==> config.mk <==
export PLATFORM = sky130hd
export DESIGN_NAME = sorted_date_event_table_top
export DESIGN_NICKNAME = d
export VERILOG_FILES = /design/src/hw/rtl/sdet_pkg.sv /design/src/hw/rtl/sdet_table.sv /design/src/hw/rtl/sorted_date_event_table_top.sv
export SDC_FILE = /design/constraint.sdc
export NUM_CORES = 2
export LEC_CHECK = 0
export ABC_CLOCK_PERIOD_IN_PS = 7900
export BUFFER_PORTS_ARGS = -buffer_cell sky130_fd_sc_hd__buf_4
export CORE_MARGIN = 3
export CORE_UTILIZATION = 65
export CTS_CLUSTER_DIAMETER = 60
export DETAILED_ROUTE_END_ITERATION = 8
export PLACE_DENSITY_LB_ADDON = 0.12
export SYNTH_ARGS = -nofsm -noshare
export SYNTH_HDL_FRONTEND = slang
export SYNTH_SLANG_ARGS = --single-unit
==> constraint.sdc <==
create_clock -name clk -period 7.9 [get_ports clk]
set_input_delay 1.185 -clock clk [delete_from_list [all_inputs] [get_ports clk]]
set_output_delay 1.185 -clock clk [all_outputs]
set_load 0.1 [all_outputs]
==> src/hw/rtl/sdet_pkg.sv <==
// Shared types and constants for the sorted date event table.
// No dependencies; imported by sdet_table and sorted_date_event_table_top.
package sdet_pkg;

  // table geometry
  localparam int ENTRIES = 64;
  localparam int IDX_W   = $clog2(ENTRIES);
  localparam int CNT_W   = $clog2(ENTRIES + 1);

  // request opcodes
  localparam logic OP_INSERT = 1'b0;
  localparam logic OP_LOOKUP = 1'b1;

  // result status codes
  localparam logic [1:0] ST_INSERTED = 2'd0;
  localparam logic [1:0] ST_FULL     = 2'd1;
  localparam logic [1:0] ST_MATCH    = 2'd2;
  localparam logic [1:0] ST_NOMATCH  = 2'd3;

  // packed date orders by year, then month, then day
  typedef struct packed {
    logic [13:0] year;
    logic [3:0]  month;
    logic [4:0]  day;
  } date_t;

  typedef struct packed {
    date_t       date;
    logic [15:0] tag;
  } entry_t;

  // table write port
  typedef struct packed {
    logic             en;
    logic [IDX_W-1:0] addr;
    entry_t           data;
  } tbl_wr_t;

endpackage

==> src/hw/rtl/sdet_table.sv <==
// Entry storage of the sorted date event table: one write, one registered read.
// Depends on sdet_pkg.
module sdet_table
  import sdet_pkg::*;
(
  input  logic             clk,
  input  tbl_wr_t          wr,
  input  logic [IDX_W-1:0] rd_addr,
  output entry_t           rd_data
);

  entry_t mem [ENTRIES];
  entry_t rd_data_r;

  // write port
  always_ff @(posedge clk) begin
    if (wr.en) begin
      mem[wr.addr] <= wr.data;
    end
  end

  // read port, registered
  always_ff @(posedge clk) begin
    rd_data_r <= mem[rd_addr];
  end

  assign rd_data = rd_data_r;

endmodule

==> src/hw/rtl/sorted_date_event_table_top.sv <==
// Top level of the sorted date event table: request control and result register.
// Depends on sdet_pkg and sdet_table.
//
// Keeps up to 64 dated entries sorted by date in a single-port-read table. An insert
// moves up one place every stored entry with a later date, then writes the new entry;
// a full table answers without moving anything. A lookup streams through all stored
// entries at one per cycle while the result side does not stall; the one read port
// of the table sets this pace. A new request is taken once the previous one has put
// its last result into the output register, even while that result still waits to
// be taken.
module sorted_date_event_table_top
  import sdet_pkg::*;
(
  input  logic        clk,
  input  logic        rst_n,
  input  logic        in_valid,
  output logic        in_ready,
  input  logic        in_op,
  input  logic [13:0] in_year,
  input  logic [3:0]  in_month,
  input  logic [4:0]  in_day,
  input  logic [15:0] in_tag,
  output logic        out_valid,
  input  logic        out_ready,
  output logic [1:0]  out_status,
  output logic [5:0]  out_position,
  output logic [15:0] out_tag_out,
  output logic        out_last
);

  typedef enum logic [4:0] {
    S_IDLE      = 5'b00001,
    S_INS_CMP   = 5'b00010,
    S_INS_PLACE = 5'b00100,
    S_LOOKUP    = 5'b01000,
    S_EMIT      = 5'b10000
  } state_t;

  state_t           state_r, state_nxt;
  logic [CNT_W-1:0] count_r, count_nxt;
  entry_t           key_r, key_nxt;
  logic [IDX_W-1:0] cur_r, cur_nxt;
  logic [CNT_W-1:0] scan_r, scan_nxt;
  logic [IDX_W-1:0] cmp_idx_r, cmp_idx_nxt;
  logic             cmp_v_r, cmp_v_nxt;
  logic             pend_v_r, pend_v_nxt;
  logic [1:0]       res_status_r, res_status_nxt;
  logic [5:0]       res_pos_r, res_pos_nxt;
  logic [15:0]      res_tag_r, res_tag_nxt;

  logic             out_valid_r;
  logic [1:0]       out_status_r;
  logic [5:0]       out_pos_r;
  logic [15:0]      out_tag_r;
  logic             out_last_r;

  tbl_wr_t          wr;
  logic [IDX_W-1:0] rd_addr;
  entry_t           rd_data;

  logic             accept;
  logic             out_free;
  logic             load_out;
  logic             load_last;
  logic             later;
  logic             match;
  logic             stall;
  logic             scan_more;
  logic             full;

  sdet_table u_table (
    .clk     (clk),
    .wr      (wr),
    .rd_addr (rd_addr),
    .rd_data (rd_data)
  );

  assign in_ready  = (state_r == S_IDLE);
  assign accept    = in_valid && in_ready;
  assign out_free  = !out_valid_r || out_ready;
  assign full      = (count_r == CNT_W'(ENTRIES));
  assign later     = (rd_data.date > key_r.date);
  assign match     = cmp_v_r && (rd_data.date == key_r.date);
  assign stall     = match && pend_v_r && !out_free;
  assign scan_more = (scan_r < count_r);

  // request sequencing
  always_comb begin
    state_nxt      = state_r;
    count_nxt      = count_r;
    key_nxt        = key_r;
    cur_nxt        = cur_r;
    scan_nxt       = scan_r;
    cmp_idx_nxt    = cmp_idx_r;
    cmp_v_nxt      = cmp_v_r;
    pend_v_nxt     = pend_v_r;
    res_status_nxt = res_status_r;
    res_pos_nxt    = res_pos_r;
    res_tag_nxt    = res_tag_r;
    wr             = '0;
    rd_addr        = '0;
    load_out       = 1'b0;
    load_last      = 1'b0;

    unique case (state_r)
      S_IDLE: begin
        rd_addr = IDX_W'(count_r - CNT_W'(1));
        if (accept) begin
          key_nxt.date  = '{year: in_year, month: in_month, day: in_day};
          key_nxt.tag   = in_tag;
          res_tag_nxt   = '0;
          res_pos_nxt   = '0;
          pend_v_nxt    = 1'b0;
          if (in_op == OP_LOOKUP) begin
            scan_nxt  = '0;
            cmp_v_nxt = 1'b0;
            state_nxt = S_LOOKUP;
          end else if (full) begin
            res_status_nxt = ST_FULL;
            state_nxt      = S_EMIT;
          end else begin
            cur_nxt   = count_r[IDX_W-1:0];
            state_nxt = (count_r == '0) ? S_INS_PLACE : S_INS_CMP;
          end
        end
      end

      // rd_data holds the entry just below cur_r
      S_INS_CMP: begin
        wr.en   = 1'b1;
        wr.addr = cur_r;
        rd_addr = cur_r - IDX_W'(2);
        if (later) begin
          wr.data   = rd_data;
          cur_nxt   = cur_r - IDX_W'(1);
          state_nxt = (cur_r == IDX_W'(1)) ? S_INS_PLACE : S_INS_CMP;
        end else begin
          wr.data        = key_r;
          count_nxt      = count_r + CNT_W'(1);
          res_status_nxt = ST_INSERTED;
          res_pos_nxt    = 6'(cur_r);
          state_nxt      = S_EMIT;
        end
      end

      S_INS_PLACE: begin
        wr.en          = 1'b1;
        wr.addr        = cur_r;
        wr.data        = key_r;
        count_nxt      = count_r + CNT_W'(1);
        res_status_nxt = ST_INSERTED;
        res_pos_nxt    = 6'(cur_r);
        state_nxt      = S_EMIT;
      end

      // streamed scan; held match waits until a later one shows it is not last
      S_LOOKUP: begin
        rd_addr = stall ? cmp_idx_r : scan_r[IDX_W-1:0];
        if (match && pend_v_r && out_free) begin
          load_out = 1'b1;
        end
        if (match && !stall) begin
          res_status_nxt = ST_MATCH;
          res_pos_nxt    = 6'(cmp_idx_r);
          res_tag_nxt    = rd_data.tag;
          pend_v_nxt     = 1'b1;
        end
        if (!stall) begin
          if (scan_more) begin
            cmp_v_nxt   = 1'b1;
            cmp_idx_nxt = scan_r[IDX_W-1:0];
            scan_nxt    = scan_r + CNT_W'(1);
          end else begin
            cmp_v_nxt = 1'b0;
          end
        end
        if (!cmp_v_r && !scan_more) begin
          if (!pend_v_r) begin
            res_status_nxt = ST_NOMATCH;
            res_pos_nxt    = '0;
            res_tag_nxt    = '0;
          end
          state_nxt = S_EMIT;
        end
      end

      S_EMIT: begin
        if (out_free) begin
          load_out   = 1'b1;
          load_last  = 1'b1;
          pend_v_nxt = 1'b0;
          state_nxt  = S_IDLE;
        end
      end

      default: state_nxt = S_IDLE;
    endcase
  end

  // control registers
  always_ff @(posedge clk) begin
    if (!rst_n) begin
      state_r     <= S_IDLE;
      count_r     <= '0;
      cmp_v_r     <= 1'b0;
      pend_v_r    <= 1'b0;
      out_valid_r <= 1'b0;
    end else begin
      state_r  <= state_nxt;
      count_r  <= count_nxt;
      cmp_v_r  <= cmp_v_nxt;
      pend_v_r <= pend_v_nxt;
      if (load_out) begin
        out_valid_r <= 1'b1;
      end else if (out_ready) begin
        out_valid_r <= 1'b0;
      end
    end
  end

  // datapath registers
  always_ff @(posedge clk) begin
    key_r        <= key_nxt;
    cur_r        <= cur_nxt;
    scan_r       <= scan_nxt;
    cmp_idx_r    <= cmp_idx_nxt;
    res_status_r <= res_status_nxt;
    res_pos_r    <= res_pos_nxt;
    res_tag_r    <= res_tag_nxt;
    if (load_out) begin
      out_status_r <= res_status_r;
      out_pos_r    <= res_pos_r;
      out_tag_r    <= res_tag_r;
      out_last_r   <= load_last;
    end
  end

  assign out_valid    = out_valid_r;
  assign out_status   = out_status_r;
  assign out_position = out_pos_r;
  assign out_tag_out  = out_tag_r;
  assign out_last     = out_last_r;

`ifndef ASSERT_OFF
  a_count_bound: assert property (@(posedge clk) disable iff (!rst_n)
    count_r <= CNT_W'(ENTRIES))
    else $error("entry count above table depth");

  a_count_step: assert property (@(posedge clk) disable iff (!rst_n)
    (count_r != $past(count_r)) |-> (count_r == $past(count_r) + CNT_W'(1)))
    else $error("entry count moved by other than one");

  a_ins_cursor: assert property (@(posedge clk) disable iff (!rst_n)
    (state_r == S_INS_CMP) |-> (cur_r != '0 && CNT_W'(cur_r) <= count_r))
    else $error("insert cursor out of range");

  a_scan_idx: assert property (@(posedge clk) disable iff (!rst_n)
    (state_r == S_LOOKUP && cmp_v_r) |-> (CNT_W'(cmp_idx_r) < count_r))
    else $error("lookup compares an entry beyond the count");

  a_no_overwrite: assert property (@(posedge clk) disable iff (!rst_n)
    (out_valid_r && !out_ready) |-> !load_out)
    else $error("result register overwritten while held");
`endif

endmodule
==> parameters.txt <==
Parameter                              Value

STA
  Final-report max-slew violation count ... 0
  Fin crit share ... between 70% and 80%
  Final Setup Violations ... 0
  Final worst path period need ... around 6 ns
  Worst clock skew ... 0.04756 ns
  RSZ-0062 raised after global routing ... no
  Count of final hold-check violations ... 0
  Least-Margin Pin Slew ... between 1 and 1.5 ns
  Max Fclk ... 0.1640 GHz
  Aggregate negative setup slack ... 0 ns
  Max-slew headroom ... 5.890%

Power and ir drop
  VDD IR-drop max ... around 0.60 mV
  Power density relative to cell area ... ~430 nW/um^2
  Reported leakage power ... ~39 nW

Die
  Overall die width ... 404.5 um
  I/O Pins ... a little over 70
  Starting utilization of the core area ... 65.78%
  Floorplan core area ... 156900 sq um
  Num rows ... roughly 150
  Height of the chip ... 404.5 um
  Total Die Area ... around 160000 sq um

GRT
  Number of antenna violations at the first check in global routing ... 26
  Aggregate global-route resource usage ... 34.18%
  Aggregate global routing overflow ... 0
  Largest net degree at the start of global routing ... around 140
  Via count of the first global-routing pass ... approximately 60000
  Wire length of the first global-routing pass ... ~410000 um

Worst setup path
  Critical Path Start ... u_table.rd_data[25]
  R2r setup slk ... 1.80 ns
  Logic depth of the worst register-to-register path ... 12
  R2r startpoint ... u_table.rd_data[25]
  Worst reg2reg endpoint ... u_table.rd_data[5]
  Critical Path Fanout Max ... 53
  Data required, critical path ... approximately 8.7 ns
  Sort of element at the start of the critical path ... flip-flop
  Worst path arrival time ... between 6 and 7 ns
  CP endpoint ... u_table.rd_data[5]
  Endpoint class of the critical path ... flip-flop
  Path type of the worst setup path ... flip-flop to flip-flop

Synthesis
  Mapped Cells ... ~7000
  Count of different cell masters after synthesis ... 68
  Cell types occupying the most area after synthesis ... edfxtp_1 76%, nand2_1 6.2%, mux2i_1 5.4%, a21oi_1 3.2%, o22ai_1 1.6%
  Number of flops mapped to enable cells by yosys ... about 2600
  Total of flip-flops plus latches after synthesis ... 2657
  Dominant cell type by area after synthesis ... edfxtp_1
  Average cell area after synthesis ... about 15 sq um
  Netlist area before placement ... between 100000 and 150000 sq um
  Fraction of synthesis flops using an asynchronous set or reset pin ... 0%
  Share of the yosys chip area belonging to registers ... between 70 and 80%
  Top cell type's share of synthesized area ... between 70% and 80%
  Yosys warnings ... 0
  Synth Flop Type ... edfxtp_1
  Mapped Nets ... roughly 7100

CTS
  CTS tree ... built
  Cts-stage hold buffer count ... 0
  Num CTS Buffers ... 279
  H-tree levels ... 5
  Clk_lat worst skew ... between 0.9 and 1 ns
  Maximum root-to-sink buffer count ... 4
  Root cell of the clock tree ... clkbuf_16
  Number of clock sinks ... 2657
  Count of cells resized by post-cts repair ... 0
  Clock slew seen by the registers of the worst setup and hold paths ... 0.06 ns
  Post-CTS setup buffers ... 0

Flow run
  # Max-Cap Violations ... 0

Route
  Via count ... around 63000
  Total iterations of the first detailed-routing run ... 8
  Starting DRC count in detailed routing ... between 9000 and 10000
  Number of nets still failing antenna checks after routing ... 0
  Routed vias/inst ... approximately 6.7
  Drt total wl ... around 280000 um
  Total DRC errors in the routed layout ... 0
  Mean routed wirelength per cell ... between 20 and 30 um

Finish
  Share of final-layout standard cells stronger than drive strength 1 ... 9.962%
  Filler cell count ... around 9500
  Area of all placed cells without fillers ... 115200 sq um
  Synthesis-to-layout area growth ... 11.55%
  # nets final ... about 7200

Placement
  Number of port buffers ... 70
  Area after DPL ... ~110000 sq um
  DP Wirelength ... 151300 um
  Routability congestion estimate ... approximately 0.90

Min path
  Worst Hold Depth ... 0
  Tightest Hold Check Type ... flip-flop to flip-flop

Outcome
  Status ... finished clean
==> area by class of cell <==
cell class	instances	area, sq um	area share [%]
multi-input cells	3937	22850	19.85
clock buffers	369	7602	6.602
diodes	15	37.54	0.03260
flip-flops and latches	2657	79250	68.82
well taps	2058	2575	2.236
clock inverters	101	778.2	0.6758
inverters	38	142.6	0.1239
repair buffers	236	1922	1.669
==> critical path, stage by stage (launching register included) <==
cell and delay (ns):
dfxtp_1 0.41, ha_1 0.37, nand4_2 0.20, or3b_1 0.49, nor4_4 0.62, a221o_4 1.02
nand3_4 0.85, buf_4 0.47, buf_4 0.23, o22ai_1 0.16, a21oi_1 0.10, a31oi_1 0.76
or4_1 0.22
==> cell usage after synthesis (36+ instances only) <==
cell type and count:
edfxtp_1 2603, nand2_1 1701, a21oi_1 667, mux2i_1 554, o22ai_1 258, clkbuf_1 220, nor4_1 122, buf_2 117
nor2_1 105, or4_1 76, a31oi_1 72, dfxtp_1 54, buf_1 46, nor3_1 44, a21o_1 43, a22o_1 39
inv_1 38, ha_1 36
==> logic make-up (layout without fill, tap and decap cells) <==
logic type	count (synthesis)	count (layout)	share of synthesized area, %
AO/OA/AOI/OAI	1193	1193	6.769
XOR/XNOR	16	16	0.1358
adder cells (fa/ha/maj)	36	36	0.4363
buffers and inverters	439	744	1.833
flip-flops	2657	2657	76.77
multiplexers	554	554	5.372
other	0	15	0
AND/OR/NAND/NOR	2138	2138	8.688
==> cell usage in the layout (no fill, tap or decap), drive strengths merged, types with 7 or more instances in the layout <==
| master | count |
|---|---|
| clkinv | 84 |
| ha | 36 |
| a21o | 43 |
| a31o | 8 |
| a22o | 39 |
| a31oi | 72 |
| nand4 | 14 |
| dfxtp | 54 |
| or4 | 76 |
| xor2 | 7 |
| nand3 | 31 |
| a21oi | 668 |
| diode | 15 |
| mux2i | 554 |
| nor3 | 44 |
| inv | 38 |
| nor2 | 105 |
| nor4 | 125 |
| clkbuf | 369 |
| nand2 | 1702 |
| xnor2 | 9 |
| buf | 236 |
| edfxtp | 2603 |
| o22ai | 258 |
| bufinv | 13 |
| o21ai | 24 |
| o31a | 33 |
==> state kept, by name (all words and copies together), names as in the netlist, 2 cells and up <==
signal and count:
out_position 6, key_r 39, res_status_r 2, count_r 7, out_tag_out 16, res_tag_r 16
u_table.rd_data 39, state_r 5, cmp_idx_r 6, out_status 2, scan_r 7, u_table.mem 2496
cur_r 6, res_pos_r 6
==> stage by stage <==
step	cells	setup slack (ns)	hold WS [ns]	power, mW	utilization, %
after floorplan	7033	3.760	0.4174	30.02	-
after global routing	9398	1.694	0.4139	51.58	73.36
final	9411	1.801	0.4469	49.65	73.38
after global placement	8926	1.671	0.4309	36.62	68.02
after CTS	9396	2.008	0.4106	49.19	73.36
after detailed placement	8926	1.607	0.4384	37.00	68.02
==> power by group <==
group	internal, mW	switching [mW]	leakage (nW)
sequential	15.8	0.233	21.2
combinational	6.57	14.8	13.7
clock	7.14	5.09	4.08
==> worst min-delay path by stage <==
stage	start	end	slack, ns
4_1_cts	in_day[1]	key_r[17]	0.41
2_1_floorplan	res_status_r[0]	out_status[0]	0.42
6_report	res_tag_r[14]	out_tag_out[14]	0.45
3_5_place_dp	res_tag_r[14]	out_tag_out[14]	0.44
3_3_place_gp	res_status_r[0]	out_status[0]	0.43
5_1_grt	in_day[1]	key_r[17]	0.41
==> layer usage <==
metal,wire length [um],vias to the layer above,GRT usage (%)
met5,102,-,0
met4,8513,16,10.53
met3,39480,656,9.571
met2,128600,4379,51.99
met1,105300,31262,48.85
li1,-,26692,-
Power figures use the tool's default switching activity.
